**src/rtl/tak_mul.sv**
```systemverilog
// Shared signed 33x33 multiplier with a registered product.
// Depends on nothing.
`default_nettype none
module tak_mul (
  input  wire logic               clk,
  input  wire logic               load,
  input  wire logic signed [32:0] a,
  input  wire logic signed [32:0] b,
  output logic signed [65:0]      prod
);

  always_ff @(posedge clk) begin
    if (load) begin
      prod <= a * b;
    end
  end
endmodule
`default_nettype wire

```
**config.mk**
```make
export PLATFORM = sky130hd
export DESIGN_NAME = tak_mul
export DESIGN_NICKNAME = d
export VERILOG_FILES = /design/src/rtl/tak_mul.sv
export SDC_FILE = /design/constraint.sdc
export NUM_CORES = 2
export LEC_CHECK = 0
export BUFFER_PORTS_ARGS = -buffer_cell sky130_fd_sc_hd__buf_2
export CORE_MARGIN = 5
export CORE_UTILIZATION = 65
export CTS_CLUSTER_DIAMETER = 200
export DETAILED_ROUTE_END_ITERATION = 7
export PLACE_DENSITY_LB_ADDON = 0.25
export SYNTH_ARGS = -nofsm -noshare
export SYNTH_HDL_FRONTEND = slang
export SYNTH_SLANG_ARGS = --single-unit
```
**constraint.sdc**
```tcl
create_clock -name clk -period 16 [get_ports clk]
set_input_delay 2.4 -clock clk [delete_from_list [all_inputs] [get_ports clk]]
set_output_delay 2.4 -clock clk [all_outputs]
set_load 0.01 [all_outputs]
```
==> flow_summary_export.csv <==
group,metric,value,unit
finish,top_register,"prod",
run_status,outcome,"finished clean",
timing,final.min_clock_period,10.28,ns
worst_setup_path,setup.worst_path.end_class,"flop",
logic_synthesis,cell_area_synth,41400,um^2
logic_synthesis,ys_dominant_reg_cell,"edfxtp_1",
die,die_x,262,um
min_path,min-delay-start,"load",
routing,detail_route.wirelength,107000,um
timing,fmax,0.0973,GHz
place,dp.final_hpwl,89000,um
routing,drc,0,
logic_synthesis,post_synth_inst_count,4338,
place,place_worst_setup_slack,5.41,ns
die,overall_die_area,68800,um^2
timing,timing_worst_slew_pin_value,1.12,ns
global_routing,grt_overflow,0,
finish,largest_register_ff_count,66,
finish,final.fill_count,5075,
place,cell_count_after_placement,5104,
logic_synthesis,synth_top_area_share,55.4,%
logic_synthesis,largest_cells_by_area_after_synthesis,"fa_1 55%, inv_1 10%, and2_1 8.5%",
global_routing,grt_max_degree,67,
die,num_io_pins,134,
clock_tree,clk_path_buf_depth,2,
die,rows,92,
logic_synthesis,synth_area_per_cell,9.54,um^2
routing,detail_route.wl_per_cell,20.9,um
timing,setup_tns,0,ns
worst_setup_path,critical_path_required,16.09,ns
die,floorplan.core_area,63100,um^2
logic_synthesis,yosysWarningCount,0,
place,dpl_cell_area,42300,um^2
logic_synthesis,yosysSeqAreaShare,4.79,%
logic_synthesis,yosysMostFrequentCell,"fa_1",
logic_synthesis,synth-seq-cells,66,
logic_synthesis,synth_largest_area_cell,"fa_1",
timing,layout_worst_path_cycle_share,64.3,%
clock_tree,cts.clk_slew.worst_paths,0.06,ns
finish,layout.cell_area.non_filler,42600,um^2
flow_run,max_cap_violations,0,
timing,worst_slew_margin_rel,25.1,%
logic_synthesis,postSynthNetCount,5768,
routing,vias_per_cell,5.70,
finish,instances_no_fill,5126,
clock_tree,clk_root_buffer_cell,"clkbuf_16",
min_path,timing.hold.worst_endpoint,"prod[61]",
worst_setup_path,startpoint_type,"input port",
global_routing,overall_global_routing_resource_usage,32.0,%
global_routing,grt_pass1_vias,31700,
worst_setup_path,data_arrival_critical_path,10.37,ns
global_routing,antenna_found_initial,12,
routing,drt_first_pass_iters,7,
logic_synthesis,postSynth.asyncResetShare,0,%
finish,largest_registers,"prod x66",
clock_tree,cts_sinks,66,
finish,relative_area_change_from_synthesis_to_final_layout,3.03,%
timing,rsz0062_at_grt,"false",
logic_synthesis,yosys-top-cells-count,"1145 x fa_1, 1131 x inv_1, 562 x and2_1",
clock_tree,count_of_h_tree_levels_built_during_cts,3,
routing,detailedRoute.firstIterationViolations,2151,
finish,drive_gt1_share,4.54,%
worst_setup_path,timing_worst_setup_path_type,"input port to flop",
clock_tree,cts_inserted_buffers,9,
die,initial_utilization,65.6,%
place,port_buffers,133,
worst_setup_path,worst-path-max-fanout,33,
logic_synthesis,synth_edf_count,66,
clock_tree,post_cts.resized_instances,0,
die,floorplan.die.height,262,um
min_path,worst_hold_path_stage_count,1,
clock_tree,post-cts-setup-buffer-count,0,
finish,final_nets,5699,
timing,setup_slack,5.72,ns
logic_synthesis,post_synth_num_cell_types,80,
timing,report.final.slew_viol_count,0,
place,finalWeightedCongestion,0.974,
routing,vias,29200,
clock_tree,holdBufCountCts,0,
timing,finalSetupViolCount,0,
timing,finalHoldViolCount,0,
global_routing,grt_first_pass_wirelength,172000,um
min_path,worst_hold_path_type,"input port to flop",
routing,ant_nets,0,
clock_tree,cts_tree,"done",
-- layout by cell type (no fill, tap or decap), drive strengths merged, types with 25 or more instances in the layout --
master and instances:
buf 141, and2 563, nor2 68, ha 217, nand3 26, inv 1133
o21ai 33, nand2 551, xnor2 43, a21o 38, xor2 25, fa 1145
a21oi 61, edfxtp 66
-- logic make-up (layout without fill, tap and decap cells) --
group           count (synthesis)  count (layout)  share of synthesized area (%)
compound gates                219             219                           4.00
buf+inv                      1352            1288                           12.3
fa+ha+maj                    1362            1362                           61.9
xor+xnor                       68              68                           1.44
flops                          66              66                           4.79
simple gates                 1271            1271                           15.5
other cells                     0               6                              0
-- per-layer routing --
metal	vias to the layer above	wire length (um)	track usage, %
met2	1293	56000	55.2
met4	8	8230	18.9
li1	12300	-	-
met3	389	6890	4.33
met1	15300	36200	38.7
met5	-	48	0
-- critical path: stages --
cell and delay [ns]:
buf_2 0.57, nand2_1 0.21, inv_1 0.13, fa_1 0.49, fa_1 0.55, inv_1 0.14
fa_1 0.57, inv_1 0.07, fa_1 1.15, fa_1 0.59, fa_1 0.50, fa_1 0.48
inv_1 0.05, fa_1 0.47, inv_1 0.04, ha_1 0.36, and2_1 0.20, and3_1 0.20
nand4_1 0.09, nor4_1 0.48, a21oi_4 0.19, o31ai_2 0.30, xor2_1 0.10
-- cell type report --
cell class / instances / area (um^2) / share of cell area, %
antenna: 6 / 15.0 / 0.0352
clock buffer: 9 / 225 / 0.528
clock inverter: 7 / 76.3 / 0.179
inverter: 1131 / 4250 / 9.95
multi-input combinational: 2920 / 34300 / 80.5
sequential: 66 / 1980 / 4.65
tap: 846 / 1060 / 2.48
timing repair buffer: 141 / 728 / 1.71
-- through the flow --
stage	util, %	hold WS (ns)
6_report	67.6	2.70
2_1_floorplan	-	2.51
3_3_place_gp	67.1	2.81
5_1_grt	67.6	2.73
4_1_cts	67.6	2.70
3_5_place_dp	67.1	2.81
-- how the worst max path moves through the flow --
stage / start / endpoint / slack [ns] / cells past startpoint
final: b[7] / prod[59] / 5.72 / 23
after global routing: a[32] / prod[62] / 5.37 / 21
after floorplan: a[32] / prod[62] / 6.23 / 23
after detailed placement: b[9] / prod[59] / 5.41 / 21
after global placement: b[9] / prod[62] / 5.58 / 22
after CTS: b[7] / prod[59] / 5.77 / 23
Power is not shown: default switching activity piles up to over one toggle a cycle in this logic, so the estimate is an artifact.
