File: config.mk
export PLATFORM = sky130hd
export DESIGN_NAME = tak_div
export DESIGN_NICKNAME = d
export VERILOG_FILES = /design/src/rtl/tak_pkg.sv /design/src/rtl/tak_div.sv
export SDC_FILE = /design/constraint.sdc
export NUM_CORES = 1
export LEC_CHECK = 0
export BUFFER_PORTS_ARGS = -buffer_cell sky130_fd_sc_hd__clkbuf_2
export CAP_MARGIN = 10
export CORE_MARGIN = 2
export CORE_UTILIZATION = 35
export CTS_CLUSTER_DIAMETER = 200
export DETAILED_ROUTE_END_ITERATION = 7
export SYNTH_ARGS = -nofsm -noshare
export SYNTH_HDL_FRONTEND = slang
export SYNTH_SLANG_ARGS = --single-unit
File: constraint.sdc
create_clock -name clk -period 14.7 [get_ports clk]
set_input_delay 2.205 -clock clk [delete_from_list [all_inputs] [get_ports clk]]
set_output_delay 2.205 -clock clk [all_outputs]
set_load 0.1 [all_outputs]
File: src/rtl/tak_pkg.sv
// Shared types, constants and helpers for the tilt angle Kalman filter.
// No dependencies; tak_div and the top level import this package.
`default_nettype none
package tak_pkg;

  localparam int TIME_FRAC = 16;
  localparam int GAIN_FRAC = 30;

  localparam int CFG_W     = 31;
  localparam int CFG_IDX_W = 2;

  localparam logic [CFG_IDX_W-1:0] CFG_ANGLE_NOISE = 2'd0;
  localparam logic [CFG_IDX_W-1:0] CFG_BIAS_NOISE  = 2'd1;
  localparam logic [CFG_IDX_W-1:0] CFG_MEAS_NOISE  = 2'd2;

  localparam logic [CFG_W-1:0] ANGLE_NOISE_RST = 31'd268435;
  localparam logic [CFG_W-1:0] BIAS_NOISE_RST  = 31'd805306;
  localparam logic [CFG_W-1:0] MEAS_NOISE_RST  = 31'd8053064;

  localparam logic signed [31:0] S32_MAX = 32'sh7FFF_FFFF;
  localparam logic signed [31:0] S32_MIN = 32'sh8000_0000;

  typedef enum logic [3:0] {
    OP_PRED_ANGLE = 4'd0,
    OP_PRED_AA1   = 4'd1,
    OP_PRED_AA2   = 4'd2,
    OP_PRED_AB    = 4'd3,
    OP_PRED_BB    = 4'd4,
    OP_CORR_ANGLE = 4'd5,
    OP_CORR_BIAS  = 4'd6,
    OP_UPD_AA     = 4'd7,
    OP_UPD_AB     = 4'd8,
    OP_UPD_BA     = 4'd9,
    OP_UPD_BB     = 4'd10
  } op_t;

  typedef enum logic [4:0] {
    ST_IDLE   = 5'b00001,
    ST_MUL    = 5'b00010,
    ST_POST   = 5'b00100,
    ST_DSTART = 5'b01000,
    ST_DWAIT  = 5'b10000
  } state_t;

  function automatic logic signed [31:0] sat32(input logic signed [39:0] v);
    logic signed [31:0] r;
    if (v > 40'sd2147483647) r = S32_MAX;
    else if (v < -40'sd2147483648) r = S32_MIN;
    else r = v[31:0];
    return r;
  endfunction

endpackage
`default_nettype wire

File: src/rtl/tak_div.sv
// Restoring divider for the Kalman gains: sat32((num * 2^30) / den), den > 0.
// One quotient bit per cycle; depends on tak_pkg.
`default_nettype none
module tak_div (
  input  wire logic               clk,
  input  wire logic               rst,
  input  wire logic               start,
  input  wire logic signed [31:0] num,
  input  wire logic [31:0]        den,
  output logic                    done,
  output logic signed [31:0]      quo
);
  import tak_pkg::*;

  logic        busy;
  logic [4:0]  cnt;
  logic [31:0] rem;
  logic [31:0] lo;
  logic [31:0] q;
  logic        neg;

  logic [31:0] mag;
  logic [31:0] hi;
  logic [32:0] rem2;
  logic        ge;
  logic [32:0] diff;
  logic [31:0] q_next;

  assign mag    = num[31] ? 32'(-num) : 32'(num);
  assign hi     = {2'b00, mag[31:2]};
  assign rem2   = {rem, lo[31]};
  assign ge     = rem2 >= {1'b0, den};
  assign diff   = rem2 - {1'b0, den};
  assign q_next = {q[30:0], ge};

  always_ff @(posedge clk) begin
    if (rst) begin
      busy <= 1'b0;
      done <= 1'b0;
      cnt  <= '0;
    end else begin
      done <= 1'b0;
      if (start) begin
        neg <= num[31];
        if (hi >= den) begin
          // quotient needs more than 32 bits: saturate at once
          quo  <= num[31] ? S32_MIN : S32_MAX;
          done <= 1'b1;
        end else begin
          rem  <= hi;
          lo   <= {mag[1:0], 30'd0};
          cnt  <= 5'd31;
          busy <= 1'b1;
        end
      end else if (busy) begin
        rem <= ge ? diff[31:0] : rem2[31:0];
        lo  <= {lo[30:0], 1'b0};
        q   <= q_next;
        cnt <= cnt - 5'd1;
        if (cnt == 5'd0) begin
          busy <= 1'b0;
          done <= 1'b1;
          if (!neg) quo <= q_next[31] ? S32_MAX : q_next;
          else quo <= (q_next > 32'h8000_0000) ? S32_MIN : 32'(-q_next);
        end
      end
    end
  end

`ifndef SYNTHESIS
  a_no_start_busy: assert property (@(posedge clk) disable iff (rst) start |-> !busy)
    else $error("divider started while busy");
  a_done_ends_busy: assert property (@(posedge clk) disable iff (rst)
    (busy && cnt == 5'd0) |=> (done && !busy))
    else $error("divider did not finish after last step");
`endif
endmodule
`default_nettype wire

==> results of run 1 <==
cell usage after synthesis (11+ instances only):
| library cell | number |
|---|---|
| inv_1 | 51 |
| xnor2_1 | 41 |
| a21o_1 | 34 |
| nand2_1 | 69 |
| a31oi_1 | 19 |
| nor3_1 | 35 |
| clkbuf_1 | 30 |
| nand3_1 | 21 |
| ha_1 | 66 |
| o21ai_0 | 42 |
| a21oi_1 | 92 |
| xor2_1 | 16 |
| edfxtp_1 | 98 |
| nor2_1 | 61 |
| nand2b_1 | 14 |
| o211ai_1 | 11 |
| o31ai_1 | 13 |
metal layers:
metal / GRT usage / share of wire / up-vias
met5: 0 / 0 / -
met4: 0.0446 / 0.016 / 0
met2: 0.295 / 0.46 / 215
li1: - / - / 3579
met1: 0.237 / 0.46 / 3398
met3: 0.0375 / 0.062 / 19
where the power goes:
| part | leakage [nW] | internal [mW] | total (mW) | switching (mW) |
|---|---|---|---|---|
| Clock | 0.141 | 0.120 | 0.241 | 0.121 |
| Combinational | 2.67 | 0.115 | 0.290 | 0.175 |
| Sequential | 0.959 | 0.352 | 0.363 | 0.0116 |
critical path, cell delays in order:
cell and delay [ns]:
clkbuf_2 0.08, inv_1 0.05, ha_1 0.39, a211oi_1 0.34, o21ba_2 0.23, a21oi_1 0.09, o211ai_1 0.37, a21oi_2 0.10
or2_1 0.25, clkinv_1 0.05, buf_4 0.32, ha_1 0.36, and3_1 0.22, nand4b_1 0.31, o41ai_2 0.45, and2_1 0.68
nand2_1 0.28, o41ai_1 0.30, a211o_1 0.20
layout make-up:
class                   instances  area (um^2)
clock buffers                  10          229
fillers                      2417        14000
inverters                      52          195
repair buffers                108          563
multi-input cells             706         4900
flip-flops and latches        105         3080
clock inverters                 6         57.6
well taps                     319          399
stage by stage:
| step | hold WS [ns] | power, mW | cells | utilization |
|---|---|---|---|---|
| floorplan | 0.421 | 0.582 | 905 | - |
| global placement | 0.494 | 0.656 | 1290 | 0.391 |
| detailed placement | 0.503 | 0.658 | 1290 | 0.391 |
| CTS | 0.513 | 0.898 | 1306 | 0.403 |
| global route | 0.523 | 0.946 | 1306 | 0.403 |
| finish | 0.508 | 0.894 | 1306 | 0.403 |
worst max path at each step:
stage | slack, ns | start | to | cells past startpoint
floorplan | 6.44 | num[9] | lo[30]$_SDFFCE_PN0P_ | 15
global placement | 7.43 | den[4] | quo[3]$_DFFE_PP_ | 19
detailed placement | 7.31 | den[4] | quo[3]$_DFFE_PP_ | 19
CTS | 7.69 | den[4] | quo[3]$_DFFE_PP_ | 19
global route | 7.19 | den[20] | quo[3]$_DFFE_PP_ | 19
finish | 7.63 | den[4] | quo[3]$_DFFE_PP_ | 19
cells in the final DEF (no fill, tap or decap), drive strengths merged, types with 8 or more instances in the layout:
cell,n
edfxtp,98
nand4,9
nor2,61
xnor2,41
nand2,69
a31oi,19
o21ai,43
or4,12
inv,55
nor3,36
a211oi,8
o41ai,11
clkbuf,109
xor2,16
ha,66
a21oi,92
or3,10
nand2b,14
a21o,34
o211ai,11
buf,9
nand3,21
o31ai,14
and3,9
mux2,9
sequential cells by signal (all words and copies together) (netlist names):
name	flops
quo	32
rem	32
q	31
cnt	5
lo	2
busy	1
done	1
neg	1
kinds of logic after synthesis:
logic type	after synthesis	synth area share
and+or+nand+nor	280	0.174
muxes	15	0.0194
AOI/OAI and AO/OA	287	0.230
buffers and inverters	94	0.0437
adders and majority gates	67	0.102
xor gates and xnor gates	57	0.0601
DFF	105	0.371
==> results.md, run 1 <==
* # IOs at 100
* CP max FO at 28
* Number of remaining DRC errors at 0
* CTS root buf: clkbuf_16
* Worst Hold Class: reg -> reg
* I/O Buffers at 99
* Post-synth EDFFs at 98
* Antenna violations before repair at 0
* Worst reg2reg startpoint: rem[1]$_DFFE_PP_
* Area growth from synthesis to layout at 13.4%
* Dpl ws at 7.31 ns
* Synth warn at 0
* Worst Reg-to-Reg Cells at 17
* Final Cycle Share at 0.481
* Achievable Freq at 141 MHz
* Post-Synthesis Cells at 905
* Synth unique cells at 75
* Global-route wire length before repair at 35.1 mm
* Core Region at around 0.023 mm^2
* Global route overflow at 0
* Drt total wl at approximately 22 mm
* Req. time, crit path at 14.92 ns
* Final Max Tran Viols at 0
* Clock-pin slew on the worst setup and hold paths at 0.07 ns
* CTS sink count at 105
* Crit end category: register
* Post-DP HPWL at 16.1 mm
* Layout Skew at 0.00990 ns
* Least-Margin Pin Slew at 0.870 ns
* Seq cells post-synth at about 110
* Hold Path Cell Cnt at 1
* Fin. Hold Viols at 0
* R2R Setup Slk at about 9 ns
* Post-cts resize count at 0
* Dominant cell type by area after synthesis: edfxtp_1
* Mapped Nets at 1039
* Share of cells above drive strength 1 at 0.156
* Fin nets at 1116
* Max Cap Viol at 0
* Critical Path Start Type: input pin
* Post-synth top flop: edfxtp_1
* Detail Route Antenna Nets at 0
* CTS tree: built
* Setup ws final at 7.63 ns
* Leakage at 3.77 nW
* Total CTS buffers at 9
* Clk_lat worst skew at 0.36 ns
* Vias in the first global route at 6896
* Fin area at 0.00943 mm^2
* Setup TNS Final at 0 ns
* Largest cells by area after synthesis: edfxtp_1 35%, ha_1 9.9%, a21oi_1 5.5%, xnor2_1 4.3%, nand2_1 3.1%
* First-pass detailed-route iteration total at 6
* Largest net degree at the start of global routing at 49
* DR vias at 7211
* Worst slew margin at 0.416
* Period minus WS final at 7.07 ns
* Unrepaired setup endpoints after global routing: no
* Crit Path Class: in -> reg
* Full die area at about 0.025 mm^2
* Pwr Density at 94.9 mW/mm^2
* Setup Viol. Count Final at 0
* Share of the yosys chip area belonging to registers at 0.371
* Cts hold-fix bufs at 0
* Setup Buffers After CTS at 0
* Status: finished, final reports clean
* Arrival time worst endpoint at 7.29 ns
* VDD IR max at 45.7 uV
* Drt wl/cell at 16.8 um
* Die Ht at 158 um
* Initial Util at 0.355
* DR vias/cell at 5.52
* Mapped Area at 0.00831 mm^2
* Total track usage at 0.178
* Hold Path End: cnt[3]$_SDFFE_PP0P_
* Asr flop ratio synth at 0
* GPL Wtd Cong at 0.833
* H-Tree Depth at 3
* Drt first-iter violations at 429
* Share of the synthesized area in the top cell type at 0.354
* Die width at 158 um
* Worst reg2reg path endpoint: quo[3]$_DFFE_PP_
* Dpl cell area at ~0.009 mm^2
* Hold path start: cnt[3]$_SDFFE_PP0P_
* # diodes at 0
* Maximum buffer depth of the clock tree at 2
* Site Rows at 56
* Avg Inst Size Synth at 9.18 um^2
No activity file was read; power rests on OpenSTA's default activity.
==> run 2: changes to the inputs <==
--- a/config.mk
+++ b/config.mk
@@ -5,6 +5,7 @@
 export SDC_FILE = /design/constraint.sdc
 export NUM_CORES = 1
 export LEC_CHECK = 0
+export ABC_AREA = 1
 export BUFFER_PORTS_ARGS = -buffer_cell sky130_fd_sc_hd__clkbuf_2
 export CAP_MARGIN = 10
 export CORE_MARGIN = 2
==> constraint.sdc (replaced) <==
create_clock -name clk -period 6 [get_ports clk]
set_input_delay 0.9 -clock clk [delete_from_list [all_inputs] [get_ports clk]]
set_output_delay 0.9 -clock clk [all_outputs]
set_load 0.1 [all_outputs]
==> run 2 against run 1 <==
  * Sequential share of layout area is 2.5 points lower
  * Die area is 9.1% higher
  * Count of clock-buffer cells in the layout is 1 lower
  * Synthesized cell count is 38% higher
  * Total power grew to 2.5 times the previous value
  * Worst setup slack worse by 6.4 ns
  * Area after synthesis is 9.3% higher
  * First-iteration DRC count is 92% higher
==> results.md, run 2 <==
* Clock-pin slew on the worst setup and hold paths at 0.08 ns
* # IOs at 100
* Setup TNS Final at 0 ns
* CP max stage delay at 0.59 ns
* Total track usage at 0.207
* Core Region at 0.0253 mm^2
* Largest cells by area after synthesis: edfxtp_1 32%, nand2_1 11%, ha_1 9.1%, inv_1 7.0%, a21oi_1 6.6%
* Critical-path cell list: clkbuf_2 > inv_1 > ha_1 > nand4_1 > nor2_1 > nand3_1 > nor2_1 > inv_1 > o31ai_1 > xnor2_1 > ha_1 > nand4_1 > nor4_1 > nand4_1 > nand4_1 > nand2_1 > nor2_2 > buf_4
* Share of the synthesized area in the top cell type at 0.324
* Die width at 165 um
* Post-synth top cells: 274 x nand2_1, 170 x inv_1, 130 x nor2_1
* Grt peak-use layer: met1
* FF/Latch Area at 0.00308 mm^2
* Unrepaired setup endpoints after global routing: no
* Period minus WS final at 4.77 ns
* Site Rows at between 50 and 60
* Fin nets at 1469
* Crit end category: register
* Arrival time worst endpoint at 4.78 ns
* Pwr Density at 222 mW/mm^2
* Die Ht at 165 um
* Drt total wl at 28.0 mm
* Antenna violations before repair at 0
* Total CTS buffers at 9
* H-Tree Depth at 3
* Clk_lat worst skew at 0.37 ns
* Least-Margin Pin Slew at roughly 1.2 ns
* Critical path's top delay family: simple AND/OR/NAND/NOR gates
* Share of the yosys chip area belonging to registers at 0.339
* Drt first-iter violations at 824
* Post-synth top flop: edfxtp_1
* Mapped Nets at 1382
* GPL Wtd Cong at about 0.97
* Multi-input combinational cell area at 0.00520 mm^2
* Mapped Area at 0.00909 mm^2
* Post-DP HPWL at approximately 22 mm
* Seq cells post-synth at 105
* Worst Hold Class: reg -> reg
* Final Cycle Share at 0.795
* M2 GR Usage at 0.298
* Top cell by count, worst path: nand4_1
* Maximum buffer depth of the clock tree at 2
* Asr flop ratio synth at 0
* Synth warn at 0
* Area growth from synthesis to layout at 12.4%
* Buf/Inv on CP at 4
* Critical Path Start Type: input pin
* Req. time, crit path at 6.01 ns
* VDD IR max at approximately 120 uV
* Final Max Tran Viols at 0
* Global route overflow at 0
* Met3 usage at 0.0290
* Post-synth EDFFs at 98
* CP max FO at 32
* Post-Synthesis Cells at 1248
* Achievable Freq at 210 MHz
* Vias in the first global route at 8064
* Avg Inst Size Synth at 7.28 um^2
* Filler cells at 2655
* Full die area at 0.0273 mm^2
* Number of remaining DRC errors at 0
* Layout Skew at around 0.0079 ns
* Dominant cell type by area after synthesis: edfxtp_1
* Setup Buffers After CTS at 0
* Most frequent cells in the layout: 274 x nand2_1, 170 x inv_1, 128 x nor2_1
* Post-cts resize count at 0
* Total power at 2.27 mW
* CTS root buf: clkbuf_16
* Met1 Track Usage GR at 0.321
* Max Cap Viol at 0
* First-pass detailed-route iteration total at 5
* Leakage at 4.43 nW
* CTS sink count at ~110
* Detail Route Antenna Nets at 0
* Initial Util at 0.359
* Crit Path Class: in -> reg
* Fin. Hold Viols at 0
* CTS tree: built
* DR vias at between 8000 and 9000
* Setup Viol. Count Final at 0
* DR vias/cell at roughly 5.3
* Cts hold-fix bufs at 0
* Share of cells above drive strength 1 at 0.118
* Critical path's slowest cell: nor4_1
* Most common cell in the netlist: nand2_1
* Global-route wire length before repair at roughly 44 mm
* Largest net degree at the start of global routing at 68
* Biggest regs: quo x32, rem x32, q x31
* I/O Buffers at 99
* Drt wl/cell at about 17 um
* Synth unique cells at 43
* Worst slew margin at 0.229
* Post-Route Utilization at 0.403
* Most common cell after layout, fill and taps aside: nand2_1
* Status: finished, final reports clean
-- run 2: cell types whose count changed after synthesis, moves of 17 or more --
cell	previous run	this run
nand2_1	69	274
inv_1	51	170
nor3_1	35	14
o21ai_0	42	64
a21o_1	34	1
nor2_1	61	130
a21oi_1	92	120
o21ai_1	1	18
nand3_1	21	87
-- run 2: cell type report --
type | count | area share
inverter | 172 | 0.0632
clock inverter | 7 | 0.00919
antenna | 1 | 0.000245
multi-input combinational | 941 | 0.509
timing repair buffer | 106 | 0.0537
clock buffer | 9 | 0.0221
tap | 330 | 0.0404
sequential | 105 | 0.302
-- run 2: cell families after synthesis --
logic type      Yosys count  share of synthesized area
fa+ha+maj                67                     0.0931
buf+inv                 202                     0.0905
flops                   105                      0.339
xor+xnor                 56                     0.0540
simple gates            578                      0.282
compound gates          240                      0.142
-- run 2: worst register-to-register path, delay by kind of cell, from the launching register on --
| family | cells | cell delay, ns |
|---|---|---|
| DFF | 1 | 0.39 |
| and+or+nand+nor | 15 | 2.49 |
| adders and majority gates | 2 | 0.52 |
| AOI/OAI and AO/OA | 2 | 0.37 |
| buffers and inverters | 2 | 0.15 |
-- run 2: worst paths after layout --
check	cells past startpoint	from	end	slack, ns
setup / recovery	18	num[1]	quo[5]$_DFFE_PP_	1.23
hold / removal	2	busy$_SDFFE_PP0P_	busy$_SDFFE_PP0P_	0.47
setup reg to reg	21	rem[6]$_DFFE_PP_	quo[4]$_DFFE_PP_	1.95
hold reg to reg	2	busy$_SDFFE_PP0P_	busy$_SDFFE_PP0P_	0.47
-- run 2: report_power, final --
part | switching, mW | internal, mW
logic | 0.504 | 0.238
clock network | 0.336 | 0.305
registers | 0.0263 | 0.859
total | 0.867 | 1.40
-- run 2: through the flow --
step	area, um^2	cells	setup slack (ns)	hold WS [ns]
floorplan	9090	1248	1.14	0.446
detailed placement	9890	1654	0.890	0.460
CTS	10200	1670	1.29	0.473
finish	10200	1671	1.23	0.472
global route	10200	1670	0.876	0.511
global placement	9890	1654	0.965	0.466
-- run 2: per-layer routing --
| layer | wire (um) | share of wire |
|---|---|---|
| met5 | 0 | 0 |
| met4 | 493 | 0.018 |
| met3 | 2480 | 0.088 |
| met2 | 11300 | 0.40 |
| met1 | 13700 | 0.49 |
